**src/rtn_pkg.sv**
```systemverilog
// Shared types, constants and symbol tables for the Roman numeral converter.
package rtn_pkg;

  // Input value and decimal digit widths
  typedef logic [11:0] value_t;
  typedef logic [3:0]  digit_t;
  typedef logic [1:0]  place_t;

  localparam value_t ValueLimit = 12'd4000;

  // ASCII codes of the numeral symbols
  localparam logic [7:0] CharM    = 8'h4D;
  localparam logic [7:0] CharD    = 8'h44;
  localparam logic [7:0] CharC    = 8'h43;
  localparam logic [7:0] CharL    = 8'h4C;
  localparam logic [7:0] CharX    = 8'h58;
  localparam logic [7:0] CharV    = 8'h56;
  localparam logic [7:0] CharI    = 8'h49;
  localparam logic [7:0] CharNull = 8'h00;

  // Decimal places, thousands down to ones
  localparam place_t PlaceOnes      = 2'd0;
  localparam place_t PlaceTens      = 2'd1;
  localparam place_t PlaceHundreds  = 2'd2;
  localparam place_t PlaceThousands = 2'd3;

  // Role of a symbol inside one decimal place: unit, five or next unit up
  typedef enum logic [1:0] {
    SYM_ONE  = 2'd0,
    SYM_FIVE = 2'd1,
    SYM_TEN  = 2'd2
  } sym_role_t;

  // Symbol sequence of one decimal digit, role[0] is emitted first
  typedef struct packed {
    logic [2:0]           len;
    sym_role_t [3:0]      role;
  } pattern_t;

  // Classified item handed from front to back
  typedef struct packed {
    logic                invalid;
    digit_t [3:0]        digits;
  } rtn_entry_t;

  // Weight of one decimal place
  function automatic value_t place_weight(place_t place);
    value_t w;
    unique case (place)
      PlaceThousands: w = 12'd1000;
      PlaceHundreds:  w = 12'd100;
      PlaceTens:      w = 12'd10;
      PlaceOnes:      w = 12'd1;
      default:        w = 12'd1;
    endcase
    return w;
  endfunction

  // Symbol roles of one digit in additive and subtractive form
  function automatic pattern_t digit_pattern(digit_t d);
    pattern_t p;
    p.role = '{default: SYM_ONE};
    p.len  = 3'd0;
    unique case (d)
      4'd0: p.len = 3'd0;
      4'd1: p.len = 3'd1;
      4'd2: p.len = 3'd2;
      4'd3: p.len = 3'd3;
      4'd4: begin
        p.len     = 3'd2;
        p.role[1] = SYM_FIVE;
      end
      4'd5: begin
        p.len     = 3'd1;
        p.role[0] = SYM_FIVE;
      end
      4'd6: begin
        p.len     = 3'd2;
        p.role[0] = SYM_FIVE;
      end
      4'd7: begin
        p.len     = 3'd3;
        p.role[0] = SYM_FIVE;
      end
      4'd8: begin
        p.len     = 3'd4;
        p.role[0] = SYM_FIVE;
      end
      4'd9: begin
        p.len     = 3'd2;
        p.role[1] = SYM_TEN;
      end
      default: p.len = 3'd0;
    endcase
    return p;
  endfunction

  // ASCII character of a role within a decimal place
  function automatic logic [7:0] place_char(place_t place, sym_role_t role);
    logic [7:0] c;
    c = CharNull;
    unique case (place)
      PlaceThousands: c = CharM;
      PlaceHundreds: begin
        unique case (role)
          SYM_ONE:  c = CharC;
          SYM_FIVE: c = CharD;
          SYM_TEN:  c = CharM;
          default:  c = CharNull;
        endcase
      end
      PlaceTens: begin
        unique case (role)
          SYM_ONE:  c = CharX;
          SYM_FIVE: c = CharL;
          SYM_TEN:  c = CharC;
          default:  c = CharNull;
        endcase
      end
      PlaceOnes: begin
        unique case (role)
          SYM_ONE:  c = CharI;
          SYM_FIVE: c = CharV;
          SYM_TEN:  c = CharX;
          default:  c = CharNull;
        endcase
      end
      default: c = CharNull;
    endcase
    return c;
  endfunction

endpackage

```
**src/rtn_front.sv**
```systemverilog
// Front end: accepts a value, range-checks it and splits it into decimal digits.
module rtn_front import rtn_pkg::*; (
  input  logic       clk,
  input  logic       rst_n,
  input  logic       in_valid,
  output logic       in_ready,
  input  value_t     in_value,
  output logic       push_valid,
  input  logic       push_ready,
  output rtn_entry_t push_data
);

  typedef enum logic [2:0] {
    F_IDLE = 3'b001,
    F_CONV = 3'b010,
    F_PUSH = 3'b100
  } front_state_t;

  front_state_t state_r, state_nxt;
  value_t       rem_r, rem_nxt;
  place_t       place_r, place_nxt;
  rtn_entry_t   entry_r, entry_nxt;
  digit_t       digit;
  value_t       weight;
  value_t       sub;

  // Find the digit of the current place by compares against its multiples
  always_comb begin
    weight = place_weight(place_r);
    digit  = '0;
    for (int k = 1; k <= 9; k++) begin
      if ({2'b00, rem_r} >= 14'(k) * {2'b00, weight}) begin
        digit = digit_t'(k);
      end
    end
    sub = 12'({8'd0, digit} * weight);
  end

  // Sequence accept, digit extraction and hand-off to the queue
  always_comb begin
    state_nxt = state_r;
    rem_nxt   = rem_r;
    place_nxt = place_r;
    entry_nxt = entry_r;
    unique case (state_r)
      F_IDLE: begin
        if (in_valid) begin
          entry_nxt.digits = '0;
          rem_nxt          = in_value;
          place_nxt        = PlaceThousands;
          if (in_value == '0 || in_value >= ValueLimit) begin
            entry_nxt.invalid = 1'b1;
            state_nxt         = F_PUSH;
          end else begin
            entry_nxt.invalid = 1'b0;
            state_nxt         = F_CONV;
          end
        end
      end
      F_CONV: begin
        entry_nxt.digits[place_r] = digit;
        rem_nxt                   = rem_r - sub;
        if (place_r == PlaceOnes) begin
          state_nxt = F_PUSH;
        end else begin
          place_nxt = place_r - 2'd1;
        end
      end
      F_PUSH: begin
        if (push_ready) begin
          state_nxt = F_IDLE;
        end
      end
      default: state_nxt = F_IDLE;
    endcase
  end

  always_ff @(posedge clk) begin
    if (!rst_n) begin
      state_r <= F_IDLE;
    end else begin
      state_r <= state_nxt;
    end
  end

  always_ff @(posedge clk) begin
    rem_r   <= rem_nxt;
    place_r <= place_nxt;
    entry_r <= entry_nxt;
  end

  assign in_ready   = (state_r == F_IDLE);
  assign push_valid = (state_r == F_PUSH);
  assign push_data  = entry_r;

endmodule

```
**src/rtn_queue.sv**
```systemverilog
// Small register queue between the front and back ends.
module rtn_queue import rtn_pkg::*; #(
  parameter int unsigned Depth = 2
) (
  input  logic       clk,
  input  logic       rst_n,
  input  logic       push_valid,
  output logic       push_ready,
  input  rtn_entry_t push_data,
  output logic       pop_valid,
  input  logic       pop_ready,
  output rtn_entry_t pop_data
);

  // Depth is a power of two, at least 2, so the pointers wrap by themselves
  localparam int unsigned PtrW = $clog2(Depth);
  localparam int unsigned CntW = $clog2(Depth + 1);

  rtn_entry_t       mem_r [Depth];
  logic [PtrW-1:0]  wr_ptr_r, wr_ptr_nxt;
  logic [PtrW-1:0]  rd_ptr_r, rd_ptr_nxt;
  logic [CntW-1:0]  count_r, count_nxt;
  logic             do_push, do_pop;

  assign push_ready = (count_r != CntW'(Depth));
  assign pop_valid  = (count_r != '0);
  assign pop_data   = mem_r[rd_ptr_r];
  assign do_push    = push_valid && push_ready;
  assign do_pop     = pop_valid && pop_ready;

  // Advance pointers and occupancy
  always_comb begin
    wr_ptr_nxt = do_push ? wr_ptr_r + 1'b1 : wr_ptr_r;
    rd_ptr_nxt = do_pop  ? rd_ptr_r + 1'b1 : rd_ptr_r;
    count_nxt  = count_r;
    if (do_push && !do_pop) begin
      count_nxt = count_r + 1'b1;
    end else if (do_pop && !do_push) begin
      count_nxt = count_r - 1'b1;
    end
  end

  always_ff @(posedge clk) begin
    if (!rst_n) begin
      wr_ptr_r <= '0;
      rd_ptr_r <= '0;
      count_r  <= '0;
    end else begin
      wr_ptr_r <= wr_ptr_nxt;
      rd_ptr_r <= rd_ptr_nxt;
      count_r  <= count_nxt;
    end
  end

  // Store the entry on a push transfer
  always_ff @(posedge clk) begin
    if (do_push) begin
      mem_r[wr_ptr_r] <= push_data;
    end
  end

endmodule

```
**src/rtn_back.sv**
```systemverilog
// Back end: walks digits, one character per cycle unless stalled or on a zero digit.
module rtn_back import rtn_pkg::*; (
  input  logic       clk,
  input  logic       rst_n,
  input  logic       pop_valid,
  output logic       pop_ready,
  input  rtn_entry_t pop_data,
  output logic       out_valid,
  input  logic       out_ready,
  output logic [7:0] out_symbol,
  output logic       out_last,
  output logic       out_invalid
);

  logic       busy_r, busy_nxt;
  rtn_entry_t entry_r, entry_nxt;
  place_t     place_r, place_nxt;
  logic [1:0] pos_r, pos_nxt;
  logic       out_valid_r, out_valid_nxt;
  logic [7:0] out_symbol_r;
  logic       out_last_r, out_invalid_r;
  logic       adv;
  logic       emit, emit_last, emit_invalid;
  logic [7:0] emit_symbol;
  logic       lower_zero;
  logic       pos_final;
  pattern_t   pat;

  // Output slot is free or drains this cycle
  assign adv       = !out_valid_r || out_ready;
  assign pop_ready = !busy_r;

  // Check that every place below the current one holds zero
  always_comb begin
    lower_zero = 1'b1;
    for (int j = 0; j < 3; j++) begin
      if (place_t'(j) < place_r && entry_r.digits[place_t'(j)] != '0) begin
        lower_zero = 1'b0;
      end
    end
  end

  assign pat       = digit_pattern(entry_r.digits[place_r]);
  assign pos_final = ({1'b0, pos_r} + 3'd1 == pat.len);

  // Step through places and symbols of the held entry
  always_comb begin
    busy_nxt     = busy_r;
    entry_nxt    = entry_r;
    place_nxt    = place_r;
    pos_nxt      = pos_r;
    emit         = 1'b0;
    emit_symbol  = CharNull;
    emit_last    = 1'b0;
    emit_invalid = 1'b0;
    if (!busy_r) begin
      if (pop_valid) begin
        entry_nxt = pop_data;
        busy_nxt  = 1'b1;
        place_nxt = PlaceThousands;
        pos_nxt   = '0;
      end
    end else if (adv) begin
      if (entry_r.invalid) begin
        emit         = 1'b1;
        emit_symbol  = CharNull;
        emit_last    = 1'b1;
        emit_invalid = 1'b1;
        busy_nxt     = 1'b0;
      end else if ({1'b0, pos_r} < pat.len) begin
        emit        = 1'b1;
        emit_symbol = place_char(place_r, pat.role[pos_r]);
        emit_last   = pos_final && lower_zero;
        if (pos_final) begin
          pos_nxt = '0;
          if (place_r == PlaceOnes) begin
            busy_nxt = 1'b0;
          end else begin
            place_nxt = place_r - 2'd1;
          end
        end else begin
          pos_nxt = pos_r + 2'd1;
        end
      end else begin
        // Skip a zero digit
        pos_nxt = '0;
        if (place_r == PlaceOnes) begin
          busy_nxt = 1'b0;
        end else begin
          place_nxt = place_r - 2'd1;
        end
      end
    end
  end

  always_comb begin
    out_valid_nxt = out_valid_r;
    if (emit) begin
      out_valid_nxt = 1'b1;
    end else if (out_ready) begin
      out_valid_nxt = 1'b0;
    end
  end

  always_ff @(posedge clk) begin
    if (!rst_n) begin
      busy_r      <= 1'b0;
      out_valid_r <= 1'b0;
    end else begin
      busy_r      <= busy_nxt;
      out_valid_r <= out_valid_nxt;
    end
  end

  // Hold payload; load the output register on each new character
  always_ff @(posedge clk) begin
    entry_r <= entry_nxt;
    place_r <= place_nxt;
    pos_r   <= pos_nxt;
    if (emit) begin
      out_symbol_r  <= emit_symbol;
      out_last_r    <= emit_last;
      out_invalid_r <= emit_invalid;
    end
  end

  assign out_valid   = out_valid_r;
  assign out_symbol  = out_symbol_r;
  assign out_last    = out_last_r;
  assign out_invalid = out_invalid_r;

endmodule

```
**src/integer_to_roman_numeral_top.sv**
```systemverilog
// Top level of the integer to Roman numeral converter.
//
//  Channel | Direction | Ports                          | Contents
//  in_     | input     | tvalid tready tdata[15:0]      | value (12 bits, zero padded)
//  out_    | output    | tvalid tready tdata tlast tuser | symbol, last, invalid
//
// The front takes one value, then splits it into decimal digits (one place
// per cycle) before pushing it into the queue. The back emits one character
// per cycle while the output is ready and skips each zero digit in a step of
// its own; for long numerals the back sets the sustained rate.
// Reset is synchronous, active low, and empties the queue and output register.
// Either side may stall: the queue and output register decouple the two ends.
module integer_to_roman_numeral_top import rtn_pkg::*; #(
  parameter int unsigned QueueDepth = 2
) (
  input  logic        clk,
  input  logic        rst_n,
  input  logic        in_tvalid,
  output logic        in_tready,
  input  logic [15:0] in_tdata,   // [11:0] value, [15:12] zero
  output logic        out_tvalid,
  input  logic        out_tready,
  output logic [7:0]  out_tdata,  // [7:0] symbol
  output logic        out_tlast,
  output logic        out_tuser   // [0] invalid
);

  logic       q_push_valid, q_push_ready;
  logic       q_pop_valid, q_pop_ready;
  rtn_entry_t q_push_data, q_pop_data;

  rtn_front u_front (
    .clk        (clk),
    .rst_n      (rst_n),
    .in_valid   (in_tvalid),
    .in_ready   (in_tready),
    .in_value   (in_tdata[11:0]),
    .push_valid (q_push_valid),
    .push_ready (q_push_ready),
    .push_data  (q_push_data)
  );

  rtn_queue #(
    .Depth (QueueDepth)
  ) u_queue (
    .clk        (clk),
    .rst_n      (rst_n),
    .push_valid (q_push_valid),
    .push_ready (q_push_ready),
    .push_data  (q_push_data),
    .pop_valid  (q_pop_valid),
    .pop_ready  (q_pop_ready),
    .pop_data   (q_pop_data)
  );

  rtn_back u_back (
    .clk         (clk),
    .rst_n       (rst_n),
    .pop_valid   (q_pop_valid),
    .pop_ready   (q_pop_ready),
    .pop_data    (q_pop_data),
    .out_valid   (out_tvalid),
    .out_ready   (out_tready),
    .out_symbol  (out_tdata),
    .out_last    (out_tlast),
    .out_invalid (out_tuser)
  );

  // An invalid result is a single null character that closes its numeral
  a_invalid_single : assert property (@(posedge clk) disable iff (!rst_n)
    out_tvalid && out_tuser |-> out_tlast && out_tdata == CharNull)
    else $error("invalid result not a lone null character");

  // A valid result carries one of the seven numeral characters
  a_valid_char : assert property (@(posedge clk) disable iff (!rst_n)
    out_tvalid && !out_tuser |->
      out_tdata == CharM || out_tdata == CharD || out_tdata == CharC ||
      out_tdata == CharL || out_tdata == CharX || out_tdata == CharV ||
      out_tdata == CharI)
    else $error("unexpected numeral character");

  // The front takes no new value in the cycle after an input transfer
  a_front_busy : assert property (@(posedge clk) disable iff (!rst_n)
    in_tvalid && in_tready |=> !in_tready)
    else $error("front accepted back-to-back values");

endmodule

```
**config.mk**
```make
export PLATFORM = sky130hd
export DESIGN_NAME = integer_to_roman_numeral_top
export DESIGN_NICKNAME = d
export VERILOG_FILES = /design/src/rtn_pkg.sv /design/src/rtn_front.sv /design/src/rtn_queue.sv /design/src/rtn_back.sv /design/src/integer_to_roman_numeral_top.sv
export SDC_FILE = /design/constraint.sdc
export NUM_CORES = 1
export LEC_CHECK = 0
export ABC_CLOCK_PERIOD_IN_PS = 6400
export BUFFER_PORTS_ARGS = -buffer_cell sky130_fd_sc_hd__buf_2
export CAP_MARGIN = 40
export CORE_MARGIN = 2
export CORE_UTILIZATION = 57
export CTS_CLUSTER_DIAMETER = 40
export CTS_CLUSTER_SIZE = 40
export DETAILED_ROUTE_END_ITERATION = 12
export GPL_ROUTABILITY_DRIVEN = 1
export PLACE_DENSITY = 0.77
export SLEW_MARGIN = 20
export SYNTH_ARGS = -nofsm -noshare
export SYNTH_HDL_FRONTEND = slang
export SYNTH_SLANG_ARGS = --single-unit
export TNS_END_PERCENT = 50
```
**constraint.sdc**
```tcl
create_clock -name clk -period 6.4 [get_ports clk]
set_clock_uncertainty 0.15 [all_clocks]
set_input_delay 1.28 -clock clk [delete_from_list [all_inputs] [get_ports clk]]
set_output_delay 1.28 -clock clk [all_outputs]
set_load 0.01 [all_outputs]
```
== Yosys cells after proc, flatten, opt, wreduce, memory -nomap -nowiden ==
Memories as Yosys holds them, arrays and structs flattened. A register that Yosys moved wholly into a read port is not among the register bits.
Index checks and enable logic that the tools add are counted.

* Register bits: 54
* Memory bits (writable): 34
* Input port bits: 20
* Output and inout port bits: 12
* Word-level logic and storage cells: 197
* Memories: 1

{| class="wikitable"
|+ Memory list
! name !! words !! bits a word !! read ports !! clocked after memory_dff !! wr ports !! RTL line !! source
|-
| u_queue.mem_r || 2 || 17 || 1 || 1 || 1 || rtn_queue.sv:19 || <nowiki>rtn_entry_t mem_r [Depth];</nowiki>
|}

* Add/subtract/negate cells: 9
* $mul: 6
* Order comparisons: 18
* Eq/ne operators: 29
* Mux-type cells: 73
* Bitwise operators: 3
* Reduce and logical (&&, ||, !) cells: 40

{| class="wikitable"
|+ Operators by type and width
! cell !! number
|-
| >= comparator 12 x 14 -> 1 bit || 7
|-
| one-hot mux 7 bit (3 select lines) || 3
|-
| one-hot mux 12 bit (4 select lines) || 1
|-
| two-way mux 2 bit || 20
|-
| one-hot mux 16 bit (2 select lines) || 1
|-
| one-hot mux 8 bit (4 select lines) || 1
|-
| multiplier 3 x 12 -> 14 bit (first input constant) || 2
|-
| two-way mux 1 bit || 24
|-
| two-way mux 3 bit || 8
|-
| one-hot mux 12 bit (2 select lines) || 1
|-
| bitwise mux 16 bit || 1
|-
| equality test 4 x 3 -> 1 bit (second input constant) || 4
|-
| two-way mux 16 bit || 1
|-
| two-way mux 4 bit || 4
|-
| multiplier 2 x 12 -> 14 bit (first input constant) || 1
|-
| multiplier 4 x 12 -> 14 bit (first input constant) || 1
|-
| >= comparator 12 x 13 -> 1 bit || 1
|-
| multiplier 2 x 12 -> 13 bit (first input constant) || 1
|-
| >= comparator 12 bit || 1
|-
| >= comparator 12 bit (second input constant) || 1
|-
| logical NOT 12 bit || 1
|-
| multiplier 4 x 12 -> 12 bit || 1
|-
| two-way mux 12 bit || 1
|-
| != test 2 bit (second input constant) || 6
|-
| other kinds (39) || 85
|}

== Longest topological paths before layout ==
* Word-level depth: 15
* Depth in mapped cells: 28
* Mapped depth without buffers: 28

== Cells and area by module ==
From an unflattened synthesis, not the netlist that was laid out.

* Cells, all modules: 745
* Area total of the unflattened synthesis: 7,816.2 um^2

{| class="wikitable"
|+ Modules (own cells, without submodules)
! module !! instances !! cells an instance !! area each (um^2) !! sequential area each (um^2)
|-
| rtn_front || 1 || 537 || 4,677.0 || 991.0
|-
| rtn_back || 1 || 131 || 1,671.6 || 910.9
|-
| rtn_queue || 1 || 77 || 1,467.7 || 1,121.1
|}

== Least setup slack after synthesis ==
No wires, ideal clock.

* Path kind: register to register
* Start point: reg u_front.place_r[0]
* End point: reg u_front.rem_r[11], data pin
* Setup time: 268 ps
* Data arrival time: 6,160 ps
* Data required time: 5,982 ps
* Slack: -178 ps
* Cell stages (with the launch flop): 26
* Path buffers: 2
* Period minus slack after synthesis: 6,578 ps
* Path through: edfxtp_1 > ha_1 > clkbuf_1 > buf_1 > nor2_1 > ha_1 > nand2_1 > or4b_1 > a21oi_1 > o21ai_1 > and2_1 > o2111a_1 > or3_1 > fa_1 > fa_1 > inv_1 > fa_1 > inv_1 > ha_1 > and3_1 > a21oi_1 > a31oi_1 > or4_1 > a31oi_1 > xnor2_1 > o21ai_0

* Cells in the longest elaborated chain, start to end: 15
* Elaborated cells between the ends (all ways): 31
* Classes of those cells: 1 x add/sub; 6 x mul; 9 x order compare; 3 x eq/ne; 11 x mux; 1 x reduce/logical

{| class="wikitable"
|+ Ends and longest elaborated chain
! item !! RTL line !! source
|-
| from (decl) || rtn_front.sv:21 || <nowiki>place_t place_r, place_nxt;</nowiki>
|-
| from (signal assigned) || rtn_front.sv:88 || <nowiki>place_r <= place_nxt;</nowiki>
|-
| equality test 2 x 1 -> 1 bit (tied with other cells) || rtn_pkg.sv:49 || <nowiki>unique case (place)</nowiki>
|-
| one-hot mux 12 bit (4 select lines) * || rtn_pkg.sv:49 ||
|-
| parallel branches: the longest is 10 deep, another holds multiplier 2 x 12 -> 14 bit || - ||
|-
| multiplier 4 x 12 -> 12 bit * || rtn_front.sv:36 || <nowiki>sub = 12'({8'd0, digit} * weight);</nowiki>
|-
| subtractor 12 bit * || rtn_front.sv:62 || <nowiki>rem_nxt = rem_r - sub;</nowiki>
|-
| one-hot mux 12 bit (2 select lines) * || rtn_front.sv:45 || <nowiki>unique case (state_r)</nowiki>
|-
| net u_front.rem_nxt[11] || rtn_front.sv:20 || <nowiki>value_t rem_r, rem_nxt;</nowiki>
|-
| to (signal assigned) || rtn_front.sv:87 || <nowiki>rem_r <= rem_nxt;</nowiki>
|-
| to (decl) || rtn_front.sv:20 ||
|}

Mark *: on every way through the listed nets, which the timed path passes. The select of a mux whose other input is x is not followed.
A chain may end at the register's enable or synchronous reset.

== Worst setup path in the final report ==
Ends and elaborated chain as after synthesis.

==> metrics.txt <==
status=finished, violations left; failing checks=setup timing; first-pass GRT wire length=29730 µm; Post-Syn Area=7700 µm²; worst IR drop on VDD=0.0003086 V; Tmin final=6.458 ns; dpl cells=1012; Rows=42; Fillers=964; Synth Area in Simple Gates=13.62%; CORE AREA=13240 µm²; Num CTS Buffers=9; via/cell ratio=5.915; die width=120.2 µm; GP Congestion=0.9757; DRC Markers=0; Max Cap Viol=0; largest net degree at the start of global routing=37; XOR/XNOR Fraction of Synth Area=1.934%; DR WL/cell=18.36 µm; synth warn=0; clock share of power=16.8%; Final Hold Fails=0; Adder-Cell Fraction of Synth Area=20.90%; type of the worst min-delay path=reg -> reg; crit share post-route=100.9%; CTS tree=done; number of global-route vias before repair=6108; Nets=996; sw frac=38.88%; CP delay by family, top=adder cells; syn_area_per_cell=10.21 µm²; antenna-violating nets left=0; Ports=32; Critical Path AT=6.39 ns; fraction of registers with async set/reset=0%; initial drt markers=395; Port-buffer cells=25; cell mode on critical path=ha_4; Max FO, Critical Path=4; GRT overflow=0; routed wire length=19110 µm; Logic pwr share=51.4%; All-Layer GR Usage=26.33%; switching power=1.221 mW; main combinational cell family by area after synthesis=adder cells; Seq pwr share=31.8%; Die Ht=120.2 µm; WS Path Type=reg -> reg; Primary FF master, synth=edfxtp_1; initial antenna violation count=0; clock buffer depth=2; hold_buf cts=0; post-route cell area=9366 µm²; Leak=3.944 nW; normalized max-slew margin=47.69%; sequential area share after synthesis=39.00%; EDFF count, synth=94; setup tns final=-0.05799 ns; mux share of post-synthesis cell area=4.014%; worst skew pair latency=0.36 ns; placed cell areas=8517 µm²; Yosys reg bits=103; Pins Over Slew Limit=0; Max H-tree Level=3; CP required=6.33 ns; CP Buf/Inv Count=6; Worst path slowest cell=or4_4; Via Count=6158; CTS sink count=103; Setup WS post-layout=-0.05799 ns; crit path launch type=flop; worst slew pin tran=0.7737 ns; Detail Placement HPWL=14370 µm; layout cells sized above 1=26.47%; Compound-Gate Fraction of Synth Area=14.84%; DIE AREA=14450 µm²; unrepaired setup endpoints after global routing=true; root buffer cell=clkbuf_16; area grow syn2layout=21.64%; DRT Pass-1 Iters=5; P per Cell Area=335.3 nW/µm²; Fmax=154.8 MHz; Initial Util=58.14%; Finish-stage setup viols=1; reg-to-reg slack, setup=-0.06 ns; unique cell type count in the Yosys netlist=73; clk slew on worst S/H paths=0.07 ns; CP endpoint kind=flop; Antenna Cells=0; post-route insts no fill=1041; Int Pwr=1.919 mW; Final Power=3.140 mW; Post-Synthesis Cells=754; crit-path max cell delay=0.54 ns
-- layout make-up --
type | instances | area, µm² | share of cell area, %
inverters | 87 | 335.3 | 3.580
clock buffers | 11 | 232.7 | 2.485
flip-flops and latches | 103 | 3003 | 32.06
clock inverters | 5 | 42.54 | 0.4542
repair buffers | 114 | 840.8 | 8.977
well taps | 176 | 220.2 | 2.351
multi-input cells | 545 | 4692 | 50.09
-- power by group through the flow --
stage          registers [mW]  logic, mW  clock network (mW)
2_1_floorplan           0.983       1.02                   0
3_3_place_gp             1.02       1.32                   0
3_5_place_dp             1.03       1.38                   0
4_1_cts                  1.01       1.41               0.530
5_1_grt                  1.01       1.79               0.555
6_report                0.999       1.61               0.527
-- synth_stat cells (all sizes together), types with 3 or more instances --
library cell  count  share of area (%)
a2111oi           3               0.34
a211o             3               0.34
a211oi           12                1.2
a21boi            4               0.39
a21o             10               0.97
a21oi            45                2.9
a31oi            11               0.89
and2              7               0.57
and3              8               0.65
buf               6               0.68
clkbuf           14               0.68
dfxtp             9                2.3
edfxtp           94                 37
fa               21                5.5
ha               95                 15
inv              87                4.2
mux2             17                2.5
mux4              4                1.3
nand2            61                3.0
nand2b           10               0.81
nand3            16                1.0
nand3b            6               0.63
nor2             50                2.4
nor2b             7               0.67
nor3             10               0.65
nor4             10               0.81
o211ai            7               0.68
o21a              9               0.89
o21ai            42                2.8
o221ai            3               0.34
o22ai             7               0.57
o31ai             5               0.49
or2               5               0.41
or3               6               0.55
xnor2            13                1.5
xor2              4               0.45
-- final timing paths --
| check | from | endpoint | depth (start not counted) |
|---|---|---|---|
| hold reg to reg | u_front.push_data[16] | u_queue.mem_r[1][16] | 0 |
| setup / recovery | u_front.place_r[0] | u_front.rem_r[11] | 26 |
| setup reg to reg | u_front.place_r[0] | u_front.rem_r[11] | 26 |
| hold / removal | u_front.push_data[16] | u_queue.mem_r[1][16] | 0 |
-- metal layers --
| layer | part of all wire [%] | GRT usage (%) | wire length [µm] |
|---|---|---|---|
| met5 | 0 | 0 | 0 |
| met1 | 41 | 31.73 | 7742 |
| met3 | 4.0 | 2.972 | 761 |
| met4 | 3.6 | 11.41 | 697 |
| met2 | 52 | 47.62 | 9907 |
-- worst reg2reg max path, delay by kind of cell (launching register included) --
| family | cells | cell delay [ns] |
|---|---|---|
| and+or+nand+nor | 6 | 1.79 |
| buffers and inverters | 6 | 0.62 |
| xor gates and xnor gates | 1 | 0.13 |
| AOI/OAI and AO/OA | 7 | 1.08 |
| adders and majority gates | 6 | 1.94 |
| DFF | 1 | 0.47 |
-- placed cells by master (no fill, tap or decap), drive strengths merged, types with 4 or more instances in the layout --
cell | netlist | final
mux2 | 17 | 17
and2 | 7 | 7
o21a | 9 | 9
dfxtp | 9 | 9
a21o | 10 | 10
clkinvlp | 0 | 4
nand2 | 61 | 61
o22ai | 7 | 7
xnor2 | 13 | 13
buf | 6 | 114
mux4 | 4 | 4
nand2b | 10 | 10
a211oi | 12 | 12
a21boi | 4 | 4
clkbuf | 14 | 11
or3 | 6 | 6
o211ai | 7 | 7
inv | 87 | 88
xor2 | 4 | 4
nand3b | 6 | 6
fa | 21 | 21
o31ai | 5 | 5
ha | 95 | 95
a21oi | 45 | 45
and3 | 8 | 8
nand3 | 16 | 16
o21ai | 42 | 42
nor2b | 7 | 7
or2 | 5 | 5
nor3 | 10 | 10
nor4 | 10 | 10
nor2 | 50 | 50
a31oi | 11 | 11
edfxtp | 94 | 94
-- registers in the layout, indices dropped and copies added (netlist names), 3 cells and up --
signal and count:
u_queue.mem_r 34, u_back.out_symbol 6, u_back.entry_r 17, u_front.push_data 17, u_front.rem_r 12, u_front.state_r 3
-- metrics by stage --
step	worst slack [ns]	util, %	hold slack, ns
2_1_floorplan	0.03793	-	0.2715
3_3_place_gp	-0.1436	64.22	0.2815
3_5_place_dp	-0.3138	64.31	0.3046
4_1_cts	0.004867	67.08	0.3192
5_1_grt	-0.2029	70.73	0.3283
6_report	-0.05799	70.73	0.3187
-- cell families (layout without fill, tap and decap cells) --
logic type,Yosys count,count (layout)
XOR/XNOR,17,17
flip-flops,103,103
adder cells (fa/ha/maj),116,116
AND/OR/NAND/NOR,209,209
multiplexers,23,23
buffers and inverters,107,217
AO/OA/AOI/OAI,177,177
other,2,3
-- timing repair --
item | 4_1_cts | 5_1_grt
gates resized for setup | 13 | 84
cloned | 0 | 0
endpoints found under the setup margin | 5 | 6
pin swaps | 7 | 30
buffers inserted | 3 | 9
(Power assumes the default switching activity.)
